==> config.mk <==
export PLATFORM = sky130hd
export DESIGN_NAME = zfa_float_min_max_compare_const
export DESIGN_NICKNAME = d
export VERILOG_FILES = /design/src/sv/zfa_pkg.sv /design/src/sv/zfa_float_min_max_compare_const.sv
export SDC_FILE = /design/constraint.sdc
export NUM_CORES = 1
export LEC_CHECK = 0
export ABC_CLOCK_PERIOD_IN_PS = 1940
export BUFFER_PORTS_ARGS = -buffer_cell sky130_fd_sc_hd__clkbuf_2
export CORE_MARGIN = 2
export CORE_UTILIZATION = 28
export DETAILED_ROUTE_END_ITERATION = 16
export PLACE_DENSITY = 0.43
export SLEW_MARGIN = 5
export SYNTH_ARGS = -nofsm -noshare
export SYNTH_HDL_FRONTEND = slang
export SYNTH_SLANG_ARGS = --single-unit
==> constraint.sdc <==
create_clock -name clk -period 1.94 [get_ports clk]
set_clock_uncertainty 0.05 [all_clocks]
set_input_delay 0.291 -clock clk [delete_from_list [all_inputs] [get_ports clk]]
set_output_delay 0.291 -clock clk [all_outputs]
set_load 0.02 [all_outputs]
==> src/sv/zfa_pkg.sv <==
package zfa_pkg;

	typedef enum logic [2:0] {
		CMD_FLI   = 3'd0,
		CMD_FMINM = 3'd1,
		CMD_FMAXM = 3'd2,
		CMD_FLEQ  = 3'd3,
		CMD_FLTQ  = 3'd4
	} cmd_t;

	typedef struct packed {
		logic [2:0]  cmd;
		logic        is_double;
		logic [4:0]  const_index;
		logic [63:0] operand_a;
		logic [63:0] operand_b;
	} zfa_in_t;

	typedef struct packed {
		logic [63:0] result;
		logic        invalid_flag;
	} zfa_out_t;

	localparam logic [63:0] SGL_CANON = 64'h0000_0000_7FC0_0000;
	localparam logic [63:0] DBL_CANON = 64'h7FF8_0000_0000_0000;
	localparam logic [31:0] BOX_ONES  = 32'hFFFF_FFFF;

	// Biased-free exponent offset and two fraction bits per fli entry.
	function automatic logic [63:0] fli_value(input logic [4:0] idx, input logic dbl);
		logic signed [5:0] e;
		logic [1:0]        fr;
		logic [10:0]       ed;
		logic [7:0]        es;
		begin
			e  = 6'sd0;
			fr = 2'd0;
			case (idx)
				5'd2:  e = -6'sd16;
				5'd3:  e = -6'sd15;
				5'd4:  e = -6'sd8;
				5'd5:  e = -6'sd7;
				5'd6:  e = -6'sd4;
				5'd7:  e = -6'sd3;
				5'd8:  e = -6'sd2;
				5'd9:  begin e = -6'sd2; fr = 2'd1; end
				5'd10: begin e = -6'sd2; fr = 2'd2; end
				5'd11: begin e = -6'sd2; fr = 2'd3; end
				5'd12: e = -6'sd1;
				5'd13: begin e = -6'sd1; fr = 2'd1; end
				5'd14: begin e = -6'sd1; fr = 2'd2; end
				5'd15: begin e = -6'sd1; fr = 2'd3; end
				5'd17: fr = 2'd1;
				5'd18: fr = 2'd2;
				5'd19: fr = 2'd3;
				5'd20: e = 6'sd1;
				5'd21: begin e = 6'sd1; fr = 2'd1; end
				5'd22: begin e = 6'sd1; fr = 2'd2; end
				5'd23: e = 6'sd2;
				5'd24: e = 6'sd3;
				5'd25: e = 6'sd4;
				5'd26: e = 6'sd7;
				5'd27: e = 6'sd8;
				5'd28: e = 6'sd15;
				5'd29: e = 6'sd16;
				default: ;
			endcase
			ed = 11'(11'sd1023 + 11'(e));
			es = 8'(8'sd127 + 8'(e));
			if (idx == 5'd31)
				fli_value = dbl ? DBL_CANON : SGL_CANON;
			else if (idx == 5'd30)
				fli_value = dbl ? 64'h7FF0_0000_0000_0000 : 64'h0000_0000_7F80_0000;
			else if (idx == 5'd1)
				fli_value = dbl ? (64'd1 << 52) : (64'd1 << 23);
			else if (dbl)
				fli_value = {(idx == 5'd0), ed, fr, 50'd0};
			else
				fli_value = {32'd0, (idx == 5'd0), es, fr, 21'd0};
		end
	endfunction

endpackage

==> src/sv/zfa_float_min_max_compare_const.sv <==
// done rises once an item has passed the stage 1, stage 2 and stage 3 valid registers, with its result in out_s3.
// Throughput: one item per cycle; busy stays low, since every stage advances each cycle.
// Stage 1 unboxes and classifies, stage 2 compares keys, stage 3 selects the result.
// Reset (arst_n low, asynchronous) clears the stage valid bits; no result is pending.
// The receiver cannot stall: each result shows on done/rsp for exactly one cycle.
module zfa_float_min_max_compare_const (
	input  logic              clk,
	input  logic              arst_n,
	input  logic              start,
	output logic              busy,
	input  zfa_pkg::zfa_in_t  req,
	output logic              done,
	output zfa_pkg::zfa_out_t rsp
);

	// Stage 1: unboxed operands and classification.
	logic        v_s1, dbl_s1, nan_s1, snan_s1, zeros_s1;
	logic [2:0]  cmd_s1;
	logic [63:0] a_s1, b_s1, ka_s1, kb_s1, fli_s1;

	// Stage 2: key compare.
	logic        v_s2, dbl_s2, nan_s2, snan_s2, zeros_s2, lt_s2, eq_s2;
	logic [2:0]  cmd_s2;
	logic [63:0] a_s2, b_s2, fli_s2;

	logic        v_s3;
	zfa_pkg::zfa_out_t out_s3;

	logic [63:0] ua, ub;
	logic        nan_a, nan_b, snan_a, snan_b;

	assign busy = 1'b0;

	always_comb begin
		if (req.is_double) begin
			ua = req.operand_a;
			ub = req.operand_b;
			nan_a  = &ua[62:52] && |ua[51:0];
			nan_b  = &ub[62:52] && |ub[51:0];
			snan_a = nan_a && !ua[51];
			snan_b = nan_b && !ub[51];
		end else begin
			// Treat a single without the upper ones as the canonical NaN.
			ua = (req.operand_a[63:32] == zfa_pkg::BOX_ONES) ? {32'd0, req.operand_a[31:0]}
				: zfa_pkg::SGL_CANON;
			ub = (req.operand_b[63:32] == zfa_pkg::BOX_ONES) ? {32'd0, req.operand_b[31:0]}
				: zfa_pkg::SGL_CANON;
			nan_a  = &ua[30:23] && |ua[22:0];
			nan_b  = &ub[30:23] && |ub[22:0];
			snan_a = nan_a && !ua[22];
			snan_b = nan_b && !ub[22];
		end
	end

	// Order keys: flip negatives, set sign of positives; -0 lands below +0.
	function automatic logic [63:0] okey(input logic [63:0] x, input logic dbl);
		if (dbl)
			okey = x[63] ? ~x : (x | (64'd1 << 63));
		else
			okey = x[31] ? {32'd0, ~x[31:0]} : (x | (64'd1 << 31));
	endfunction

	always_ff @(posedge clk or negedge arst_n) begin
		if (!arst_n) begin
			v_s1 <= 1'b0;
			v_s2 <= 1'b0;
			v_s3 <= 1'b0;
		end else begin
			v_s1 <= start && !busy;
			v_s2 <= v_s1;
			v_s3 <= v_s2;
		end
	end

	always_ff @(posedge clk) begin
		cmd_s1   <= req.cmd;
		dbl_s1   <= req.is_double;
		a_s1     <= ua;
		b_s1     <= ub;
		ka_s1    <= okey(ua, req.is_double);
		kb_s1    <= okey(ub, req.is_double);
		nan_s1   <= nan_a || nan_b;
		snan_s1  <= snan_a || snan_b;
		zeros_s1 <= req.is_double ? (ua[62:0] == 63'd0 && ub[62:0] == 63'd0)
			: (ua[30:0] == 31'd0 && ub[30:0] == 31'd0);
		fli_s1   <= zfa_pkg::fli_value(req.const_index, req.is_double);

		cmd_s2   <= cmd_s1;
		dbl_s2   <= dbl_s1;
		a_s2     <= a_s1;
		b_s2     <= b_s1;
		nan_s2   <= nan_s1;
		snan_s2  <= snan_s1;
		zeros_s2 <= zeros_s1;
		lt_s2    <= ka_s1 < kb_s1;
		eq_s2    <= a_s1 == b_s1;
		fli_s2   <= fli_s1;
	end

	logic [63:0] res_c;
	logic        inv_c, box_c;

	always_comb begin
		res_c = 64'd0;
		inv_c = 1'b0;
		box_c = 1'b0;
		case (cmd_s2) inside
			zfa_pkg::CMD_FLI: begin
				res_c = fli_s2;
				box_c = 1'b1;
			end
			zfa_pkg::CMD_FMINM, zfa_pkg::CMD_FMAXM: begin
				inv_c = snan_s2;
				box_c = 1'b1;
				if (nan_s2)
					res_c = dbl_s2 ? zfa_pkg::DBL_CANON : zfa_pkg::SGL_CANON;
				else if (cmd_s2 == zfa_pkg::CMD_FMINM)
					res_c = (lt_s2 || eq_s2) ? a_s2 : b_s2;
				else
					res_c = lt_s2 ? b_s2 : a_s2;
			end
			zfa_pkg::CMD_FLEQ, zfa_pkg::CMD_FLTQ: begin
				inv_c = snan_s2;
				if (!nan_s2) begin
					if (cmd_s2 == zfa_pkg::CMD_FLEQ)
						res_c = {63'd0, zeros_s2 || eq_s2 || lt_s2};
					else
						res_c = {63'd0, !zeros_s2 && lt_s2};
				end
			end
			default: ;
		endcase
		if (box_c && !dbl_s2)
			res_c = {zfa_pkg::BOX_ONES, res_c[31:0]};
	end

	always_ff @(posedge clk) begin
		out_s3.result       <= res_c;
		out_s3.invalid_flag <= inv_c;
	end

	assign done = v_s3;
	assign rsp  = out_s3;

	// Every transfer leaves a strobe on done.
	a_lat: assert property (@(posedge clk) disable iff (!arst_n)
		v_s1 |=> ##1 done) else $error("lost item in pipeline");
	// A compare result is 0 or 1.
	a_cmp: assert property (@(posedge clk) disable iff (!arst_n)
		(v_s2 && (cmd_s2 == zfa_pkg::CMD_FLEQ || cmd_s2 == zfa_pkg::CMD_FLTQ))
		|=> rsp.result[63:1] == 63'd0) else $error("compare result wide");
	// fli never raises invalid.
	a_fli: assert property (@(posedge clk) disable iff (!arst_n)
		(v_s2 && cmd_s2 == zfa_pkg::CMD_FLI) |=> !rsp.invalid_flag)
		else $error("fli raised invalid");

endmodule
======== Yosys cells after proc, flatten, opt, wreduce, memory -nomap -nowiden ========
Index checks and enable logic that the tools add are counted.
storage, ports and cells
  bits in registers ....................... 596
  latch bits .............................. 0
  memory bits (writable) .................. 0
  ROM bits ................................ 0
  bits of input ports ..................... 140
  output and inout bits ................... 67
  word-level logic and storage cells ...... 153
  memories ................................ 0
operators by class
  add/subtract/negate cells ............... 2
  multiply operators ...................... 0
  divide/modulo/power cells ............... 0
  order comparisons ....................... 1
  eq/ne operators ......................... 37
  shifts and indexed selects .............. 0
  multiplexer cells ....................... 38
  bitwise operators ....................... 4
  reduce and logical (&&, ||, !) cells .... 45
operator list
  operator                                                                number
  64-bit two-way mux                                                      18
  63-bit two-way mux                                                      3
  64-bit inverter                                                         2
  63-bit logical NOT                                                      2
  52-bit OR reduction                                                     2
  6-bit case mux with 16 select lines                                     1
  5-bit equality test (second input constant)                             15
  32-bit equality test (second input constant)                            2
  64-bit equality test                                                    1
  64-bit < comparator                                                     1
  32-bit two-way mux                                                      2
  32-bit inverter                                                         2
  31-bit logical NOT                                                      2
  53-bit two-way mux                                                      1
  23-bit OR reduction                                                     2
  5-bit by 4-bit equality test with 1-bit output (second input constant)  8
  11-bit AND reduction                                                    2
  5-bit by 3-bit equality test with 1-bit output (second input constant)  4
  8-bit AND reduction                                                     2
  4-bit OR reduction                                                      4
  1-bit logical AND                                                       12
  1-bit two-way mux                                                       12
  11-bit by 6-bit adder with 11-bit output (first input constant)         1
  5-bit by 2-bit equality test with 1-bit output (second input constant)  2
  other kinds (12)                                                        24

======== Logic depth before layout (Yosys ltp) ========
Gate-level depths: netlist of run 1.
  depth in word-level cells ............... 8
  mapped depth ............................ 12
  depth with buffers taken out ............ 11

======== Worst setup path before layout of run 1 ========
Ideal clock, no wire load.
  path type ............................... input port to flip-flop
  from .................................... input req[48] (netlist name)
  to ...................................... register zeros_s1
  library setup time ...................... 0.088 ns
  arrival ................................. 2.179 ns
  required time ........................... 1.802 ns
  path slack .............................. -0.377 ns
  stages .................................. 11
  buffers on the path ..................... 0
  path through ............................ nand4_1 > nor4_2 > a31oi_2 > or2_2 > inv_1 > ha_1 > nor4b_1 > nand2_1 > nor3_1 > a31oi_1 > nor4_2
between the ends
  word-level cells in the longest chain between the ends .. 6
  elaborated cells on any way between the ends .. 8
ends and longest elaborated chain
  item                                                      line                                                                          RTL
  from (decl)                                               zfa_float_min_max_compare_const.sv:11                                         input zfa_pkg::zfa_in_t req,
  32-bit equality test *                                    zfa_float_min_max_compare_const.sv:46                                         ub = (req.operand_b[63:32] == zfa_pkg::BOX_ONES) ? {32'd0, req.operand_b[31:0]}
  32-bit two-way mux *                                      zfa_float_min_max_compare_const.sv:46
  64-bit two-way mux *                                      zfa_float_min_max_compare_const.sv:35                                         if (req.is_double) begin
  net ub[30]                                                zfa_float_min_max_compare_const.sv:29                                         logic [63:0] ua, ub;
  63-bit logical NOT or 31-bit logical NOT (tied branches)  zfa_float_min_max_compare_const.sv:84, zfa_float_min_max_compare_const.sv:85
  1-bit logical AND, on equally long branches               zfa_float_min_max_compare_const.sv:84, zfa_float_min_max_compare_const.sv:85
  1-bit two-way mux *                                       zfa_float_min_max_compare_const.sv:84                                         zeros_s1 <= req.is_double ? (ua[62:0] == 63'd0 && ub[62:0] == 63'd0)
  to (signal assigned)                                      zfa_float_min_max_compare_const.sv:84
  to (decl)                                                 zfa_float_min_max_compare_const.sv:17                                         logic v_s1, dbl_s1, nan_s1, snan_s1, zeros_s1;
Mark *: on every way through the listed nets, which the timed path passes. The rest lies on a longest branch.
A chain may end at the register's enable or synchronous reset.

======== Worst setup path in the final report of run 1 ========
  from .................................... register kb_s1[37]
  to ...................................... register lt_s2
between the ends
  word-level cells in the longest chain between the ends .. 1
ends and longest elaborated chain
  item                    line                                   RTL
  from (decl)             zfa_float_min_max_compare_const.sv:19  logic [63:0] a_s1, b_s1, ka_s1, kb_s1, fli_s1;
  from (signal assigned)  zfa_float_min_max_compare_const.sv:81  kb_s1 <= okey(ub, req.is_double);
  64-bit < comparator     zfa_float_min_max_compare_const.sv:95  lt_s2 <= ka_s1 < kb_s1;
  to (signal assigned)    zfa_float_min_max_compare_const.sv:95
  to (decl)               zfa_float_min_max_compare_const.sv:22  logic v_s2, dbl_s2, nan_s2, snan_s2, zeros_s2, lt_s2, eq_s2;
No other way between the ends.

==> results.md, run 1 <==
- Status: complete, but fails checks
- Failing checks: negative setup slack
- Routability cong.: 0.8758
- Worst skew pair latency: 0.60 ns
- Synthesized area: 0.01817 mm^2
- P_leak: 0.01067 uW
- Vias per cell: 4.293
- Fillers: 6417
- Worst flop-to-flop path startpoint: kb_s1[37]
- H-tree Lvls: 2
- Seq pwr share: 45.3%
- Iteration-0 DRC count of the detailed router: 618
- Setup ws final: -0.1397 ns
- Routed WL: 58.09 mm
- Die Y: 258.8 um
- Post-synth EDFFs: 0
- CP Class: flip-flop to flip-flop
- TritonRoute pass-1 iters: 5
- Most used routing layer: met2
- Most common cell type on the critical path: buf_4
- #FFs+latches synth: 518
- Global-route wire length before repair: 85.60 mm
- Horiz. Die Dim: 258.8 um
- CTS buffer count: 55
- Die area: 0.06696 mm^2
- Nets: 2433
- Post-Place Setup Slack: -0.4989 ns
- Critical Path Max Stage Delay: 0.32 ns
- Synth cell types: 65
- Via count: 13.44k
- Logic pwr share: 14.7%
- Maximum vdd drop: 618.7 uV
- Routed len/inst: 18.56 um
- Grt ovf: 0
- Starting Density: 28.24%
- Dominant cells by area after synthesis: dfxtp_1 (57%), xnor2_1 (7.6%), ha_1 (4.7%)
- RSZ-0062 raised after global routing: yes
- FFs w/ async S/R, synth: 0.5792%
- CP Capture Type: flip-flop
- Int Pwr: 19030 uW
- Clock transition at path regs: 0.06 ns
- Fmax: 480.8 MHz
- Period minus WS final: 2.080 ns
- Multi-input gate area: 0.007592 mm^2
- DRC Markers: 0
- Slowest CP cell: dfxtp_1
- Final Setup Violations: 1
- Antenna violations before repair: 6
- R2R Setup Slk: -0.14 ns
- Post-synthesis instance total: 1752
- Core ar.: 0.06435 mm^2
- Area delta synth->final: 35.95%
- Relative slew slack: 32.43%
- Pins over their slew limit: 0
- Syn_nets: 1960
- Switch Pwr: 6636 uW
- Max-cap viol count: 0
- DP Wirelength: 43.90 mm
- Hold WS: 0.03394 ns
- Clk sink count: 518
- Clock share of power: 40.1%
- Max FO, Critical Path: 2
- Worst path arrival time: 2.49 ns
- Area share of the largest cell type after synthesis: 56.73%
- Worst Path Required: 2.35 ns
- Post-route ant nets: 0
- Routing usage on met2: 27.53%
- Root Buffer: clkbuf_16
- Post-synthesis sequential area ratio: 57.14%
- Sw Share: 25.86%
- Largest net degree at the start of global routing: 63
- Yosys top cell by area: dfxtp_1
- FF-to-FF End: lt_s2
- Synth Warn #: 0
- GR Layer Usage met3: 3.296%
- Measured slew at the worst slew-check pin: 1.014 ns
- Pwr/cell area: 1039 mW/mm^2
- TritonCTS clock tree: yes
- Worst setup SP type: flip-flop
- I/O Buffers: 205
- Hold Path Class: input pin to flip-flop
- Num rows: 93
- Register area: 0.01039 mm^2
- Fraction of layout cells with a size suffix above 1: 28.05%
- Final Hold Vio Count: 0
- IO Count: 207
- GRT Total Usage: 17.10%
- Maximum clock insertion buffer count: 3
- Crit share post-route: 107.2%
- Cell chain of the critical path: inv_1, ha_4, nand4_1, nor4_1, buf_4, o21ai_1, buf_4, o221ai_2, a211o_1, a41oi_1
- Critical Path Sink: lt_s2
- R2R cell count: 10
- Vias in the first global route: 13.71k
- Met1 Use GR: 22.98%
- Syn_area_per_cell: 10.37 um^2
- Worst setup path start: kb_s1[37]
- Ys flop type: dfxtp_1
registers in the layout, indices dropped and copies added (netlist names), 3 cells and up:
signal  count
a_s1       64
a_s2       64
b_s1       64
b_s2       64
cmd_s1      3
cmd_s2      3
fli_s1     25
fli_s2     25
ka_s1      64
kb_s1      64
rsp        65
critical path: cells and delay by family, from the launching register on:
| kind | cells | cell delay (ns) |
|---|---|---|
| AOI/OAI and AO/OA | 4 | 0.45 |
| adders and majority gates | 1 | 0.27 |
| buffers and inverters | 3 | 0.35 |
| DFF | 1 | 0.32 |
| and+or+nand+nor | 2 | 0.50 |
final cells by class:
cell class	count	area share, %
sequential	518	42.06
multi-input combinational	1073	30.73
timing repair buffer	495	14.36
clock buffer	76	6.386
tap	855	4.330
inverter	82	1.246
clock inverter	27	0.8508
antenna	4	0.04051
metal layers:
layer / routed length, um / vias up
met3: 2818 / 98
met1: 27020 / 6268
met2: 26580 / 305
met4: 1659 / 4
met5: 23 / -
li1: - / 6763
logic make-up after synthesis:
kind of cell	Yosys count	synth area share (%)
AO/OA/AOI/OAI	185	6.127
XOR/XNOR	224	10.80
adder cells (fa/ha/maj)	68	4.682
buffers and inverters	161	3.800
flip-flops	518	57.14
multiplexers	28	1.549
other	1	0.02063
AND/OR/NAND/NOR	567	15.88
placed cells by master (no fill, tap or decap), types with 41 or more instances in the layout:
cell,instances
a21oi_1,43
and2_1,67
buf_4,221
clkbuf_16,60
clkbuf_2,203
dfxtp_1,510
dlygate4sd3_1,53
ha_1,60
inv_1,78
nand2_1,109
nor2_1,145
nor4_1,44
o21ai_0,41
xnor2_1,157
xor2_1,67
timing repair:
action,in CTS,in global routing
gates cloned,0,4
endpoints found under the setup margin,8,40
hold buffers,54,0
setup buffers,2,3
hold endpoints to repair,62,0
gates resized for setup,31,85
pin swaps,13,14
worst min-delay path by stage:
| stage | startpoint | slack (ns) | to | cells past startpoint |
|---|---|---|---|---|
| global placement | arst_n | 0.04 | v_s2 | 1 |
| floorplan | arst_n | -0.05 | done | 0 |
| global route | req[47] | 0.02 | b_s1[47] | 3 |
| CTS | req[45] | 0.0006 | b_s1[45] | 3 |
| finish | req[47] | 0.03 | b_s1[47] | 3 |
| detailed placement | arst_n | 0.04 | v_s2 | 1 |
synthesized netlist by cell type (7+ instances only):
master	number
nand2_1	110
xor2_1	67
and2_1	66
ha_1	68
nor2_1	161
or2_2	12
nor2b_1	38
clkbuf_1	50
nor4_1	48
or2_1	7
dfxtp_1	515
nor3_1	15
buf_2	8
o21ai_0	65
buf_1	8
buf_6	8
nand2b_1	7
mux2i_1	27
and2b_1	9
xnor2_1	157
a21oi_1	47
a22oi_1	10
nand3_1	35
o22ai_1	27
inv_1	81
nand4_1	36
per-stage QoR:
step	setup TNS (ns)	instance area [um^2]	power [uW]	instances	utilization, %
after detailed placement	-7.662	21810	15170	2962	33.89
after global routing	-0.5359	24700	26780	3127	38.39
final	-0.1397	24710	25660	3130	38.40
after floorplan	-0.2189	18240	13560	1752	-
after CTS	-0.07745	24310	25710	3121	37.78
after global placement	-6.809	21810	15150	2962	33.89
power by group through the flow:
stage          Clock [uW]  Sequential, uW  Combinational (uW)
2_1_floorplan           0           11900                1690
5_1_grt             11000           11700                4110
3_5_place_dp            0           11800                3340
6_report            10300           11600                3760
3_3_place_gp            0           11800                3330
4_1_cts             10600           11600                3520
Note: power is estimated with default switching activity, not from simulation.
==> run 2, diff against run 1 <==
BUFFER_PORTS_ARGS = default   (was -buffer_cell sky130_fd_sc_hd__clkbuf_2)
DONT_BUFFER_PORTS = 1   (was default)
PLACE_DENSITY = 0.4   (was 0.43)
==> results.md, run 2 (synthesis results as in run 1) <==
- Status: complete, but fails checks (unchanged)
- Failing checks: negative setup slack (unchanged)
- Fillers: 6308 (was 6417)
- GRT Total Usage: 18.55% (was 17.10%)
- Setup ws final: -0.1003 ns (was -0.1397 ns)
- Routed len/inst: 21.64 um (was 18.56 um)
- TritonRoute pass-1 iters: 5 (unchanged)
- Fraction of layout cells with a size suffix above 1: 14.88% (was 28.05%)
- Max FO, Critical Path: 2 (unchanged)
- Area after DPL: 0.01980 mm^2 (was 0.02181 mm^2)
- CP Class: flip-flop to flip-flop (unchanged)
- Grt ovf: 0 (unchanged)
- Final Setup Violations: 1 (unchanged)
- Via count: 12.82k (was 13.44k)
- TritonCTS clock tree: yes (unchanged)
- Worst setup SP type: flip-flop (unchanged)
- Vias in the first global route: 13.12k (was 13.71k)
- Total power: 26380 uW (was 25660 uW)
- Nets: 2214 (was 2433)
- Iteration-0 DRC count of the detailed router: 836 (was 618)
- DRC Markers: 0 (unchanged)
- Final core utilization: 37.41% (was 38.40%)
- Crit share post-route: 105.2% (was 107.2%)
- Maximum clock insertion buffer count: 3 (unchanged)
- RSZ-0062 raised after global routing: yes (unchanged)
- H-tree Lvls: 2 (unchanged)
- Period minus WS final: 2.040 ns (was 2.080 ns)
- Hold Path Class: input pin to flip-flop (unchanged)
- Clk sink count: 518 (unchanged)
- Register area: 0.01040 mm^2 (was 0.01039 mm^2)
- P_leak: 0.009756 uW (was 0.01067 uW)
- Worst path arrival time: 2.47 ns (was 2.49 ns)
- Root Buffer: clkbuf_16 (unchanged)
- I/O Buffers: 0 (was 205)
- Core ar.: 0.06435 mm^2 (unchanged)
- Die area: 0.06696 mm^2 (unchanged)
- Largest net degree at the start of global routing: 93 (was 63)
- Routed WL: 63.03 mm (was 58.09 mm)
- DP Wirelength: 43.26 mm (was 43.90 mm)
- Multi-input gate area: 0.007579 mm^2 (was 0.007592 mm^2)
- Leading cell type in the layout, fill and taps excluded: dfxtp_1 (unchanged)
- CTS buffer count: 57 (was 55)
- Clock transition at path regs: 0.06 ns (about the same)
- Max reg flops: 65 (unchanged)
- CP Capture Type: flip-flop (unchanged)
- Area delta synth->final: 32.48% (was 35.95%)
- Maximum vdd drop: 576.3 uV (was 618.7 uV)
- Starting Density: 28.24% (unchanged)
- Critical Path Max Stage Delay: 0.37 ns (was 0.32 ns)
- Routability cong.: 0.8915 (was 0.8758)
- IO Count: 207 (unchanged)
- Crit path buffers/inverters: 2 (was 3)
- Cell chain of the critical path: inv_1, ha_4, nand4_1, nor4_2, buf_4, o21ai_4, o221ai_2, a211o_1, a41oi_2 (was inv_1, ha_4, nand4_1, nor4_1, buf_4, o21ai_1, buf_4, o221ai_2, a211o_1, a41oi_1)
- Post-route cell area: 0.02408 mm^2 (was 0.02471 mm^2)
- Worst Path Required: 2.37 ns (was 2.35 ns)
- Horiz. Die Dim: 258.8 um (unchanged)
- Worst setup path start: kb_s1[34] (was kb_s1[37])
- Die Y: 258.8 um (unchanged)
- Hold WS: 0.02335 ns (was 0.03394 ns)
- Vias per cell: 4.402 (was 4.293)
- Relative slew slack: 50.30% (was 32.43%)
- Post-route ant nets: 0 (unchanged)
- Final Hold Vio Count: 0 (unchanged)
- Most frequent cells in the layout: dfxtp_1 (507), dlygate4sd3_1 (162), xnor2_1 (157) (was dfxtp_1 (510), buf_4 (221), clkbuf_2 (203))
- Measured slew at the worst slew-check pin: 0.7430 ns (was 1.014 ns)
- Worst flop-to-flop path startpoint: kb_s1[34] (was kb_s1[37])
- Num rows: 93 (unchanged)
- Max-cap viol count: 0 (unchanged)
- Slowest CP cell: nor4_2 (was dfxtp_1)
- Global-route wire length before repair: 90.43 mm (was 85.60 mm)
- Pins over their slew limit: 0 (unchanged)
- HP Start: req[133] (was req[47])
- Critical path's top delay family: simple AND/OR/NAND/NOR gates (unchanged)
- Antenna violations before repair: 9 (was 6)
- Worst skew pair latency: 0.62 ns (was 0.60 ns)
- Pwr/cell area: 1096 mW/mm^2 (was 1039 mW/mm^2)
- Fmax: 490.1 MHz (was 480.8 MHz)
[run 2: cell count changes in the layout (fill, tap and decap cells not counted), sizes merged]
cell / change
buf: -128
bufinv: +4
clkbuf: -202
clkinv: -7
clkinvlp: -1
diode: +4
dlygate4sd3: +109
dlymetal6s4s: +2
inv: +2
[run 2: path summary, 6_finish.rpt]
| kind | endpoint | slack, ns | depth (start not counted) |
|---|---|---|---|
| max in group asynchronous | v_s2 | 1.28 | 2 |
| worst max register to register | lt_s2 | -0.10 | 9 |
| worst max-delay path | lt_s2 | -0.10 | 9 |
| worst min register to register | fli_s2[61] | 0.27 | 0 |
| worst min-delay path | fli_s1[26] | 0.02 | 2 |
| min in group asynchronous | v_s1 | 0.42 | 2 |
[run 2: stage by stage]
stage          instances  setup slack, ns  TNS (ns)
2_1_floorplan       1752          -0.1999   -0.2189
3_3_place_gp        2628          -0.4568    -2.782
3_5_place_dp        2628          -0.5466    -2.775
4_1_cts             2900         -0.07599  -0.07951
5_1_grt             2908          -0.1767   -0.2823
6_report            2913          -0.1003   -0.1003
[run 2: per-layer routing]
metal,vias to the layer above,share of wire [%],track usage [%]
li1,6321,-,-
met1,6095,46,25.33
met2,300,44,28.86
met3,101,6.4,4.558
met4,6,2.9,5.572
met5,-,0.065,0
[run 2: area by class of cell]
type / count / area share, %
Clock inverter: 25 / 1.252
Sequential cell: 518 / 43.18
Tap cell: 855 / 4.443
Clock buffer: 78 / 6.969
Inverter: 82 / 1.278
Timing Repair Buffer: 274 / 11.32
Antenna cell: 8 / 0.08315
Multi-Input combinational cell: 1073 / 31.48
[run 2: repair_timing]
| item | in CTS | in global routing |
|---|---|---|
| setup buffers | 2 | 4 |
| endpoints found under the setup margin | 32 | 39 |
| gates cloned | 0 | 3 |
| hold endpoints to repair | 292 | 0 |
| pin swaps | 15 | 18 |
| resized for setup | 40 | 71 |
| hold buffers | 169 | 0 |
[run 2: where the power goes]
part | leakage, uW | switching [uW] | total (uW) | internal [uW]
clock | 0.000978 | 4430 | 11300 | 6830
sequential | 0.00432 | 405 | 11800 | 11400
combinational | 0.00446 | 1780 | 3360 | 1580
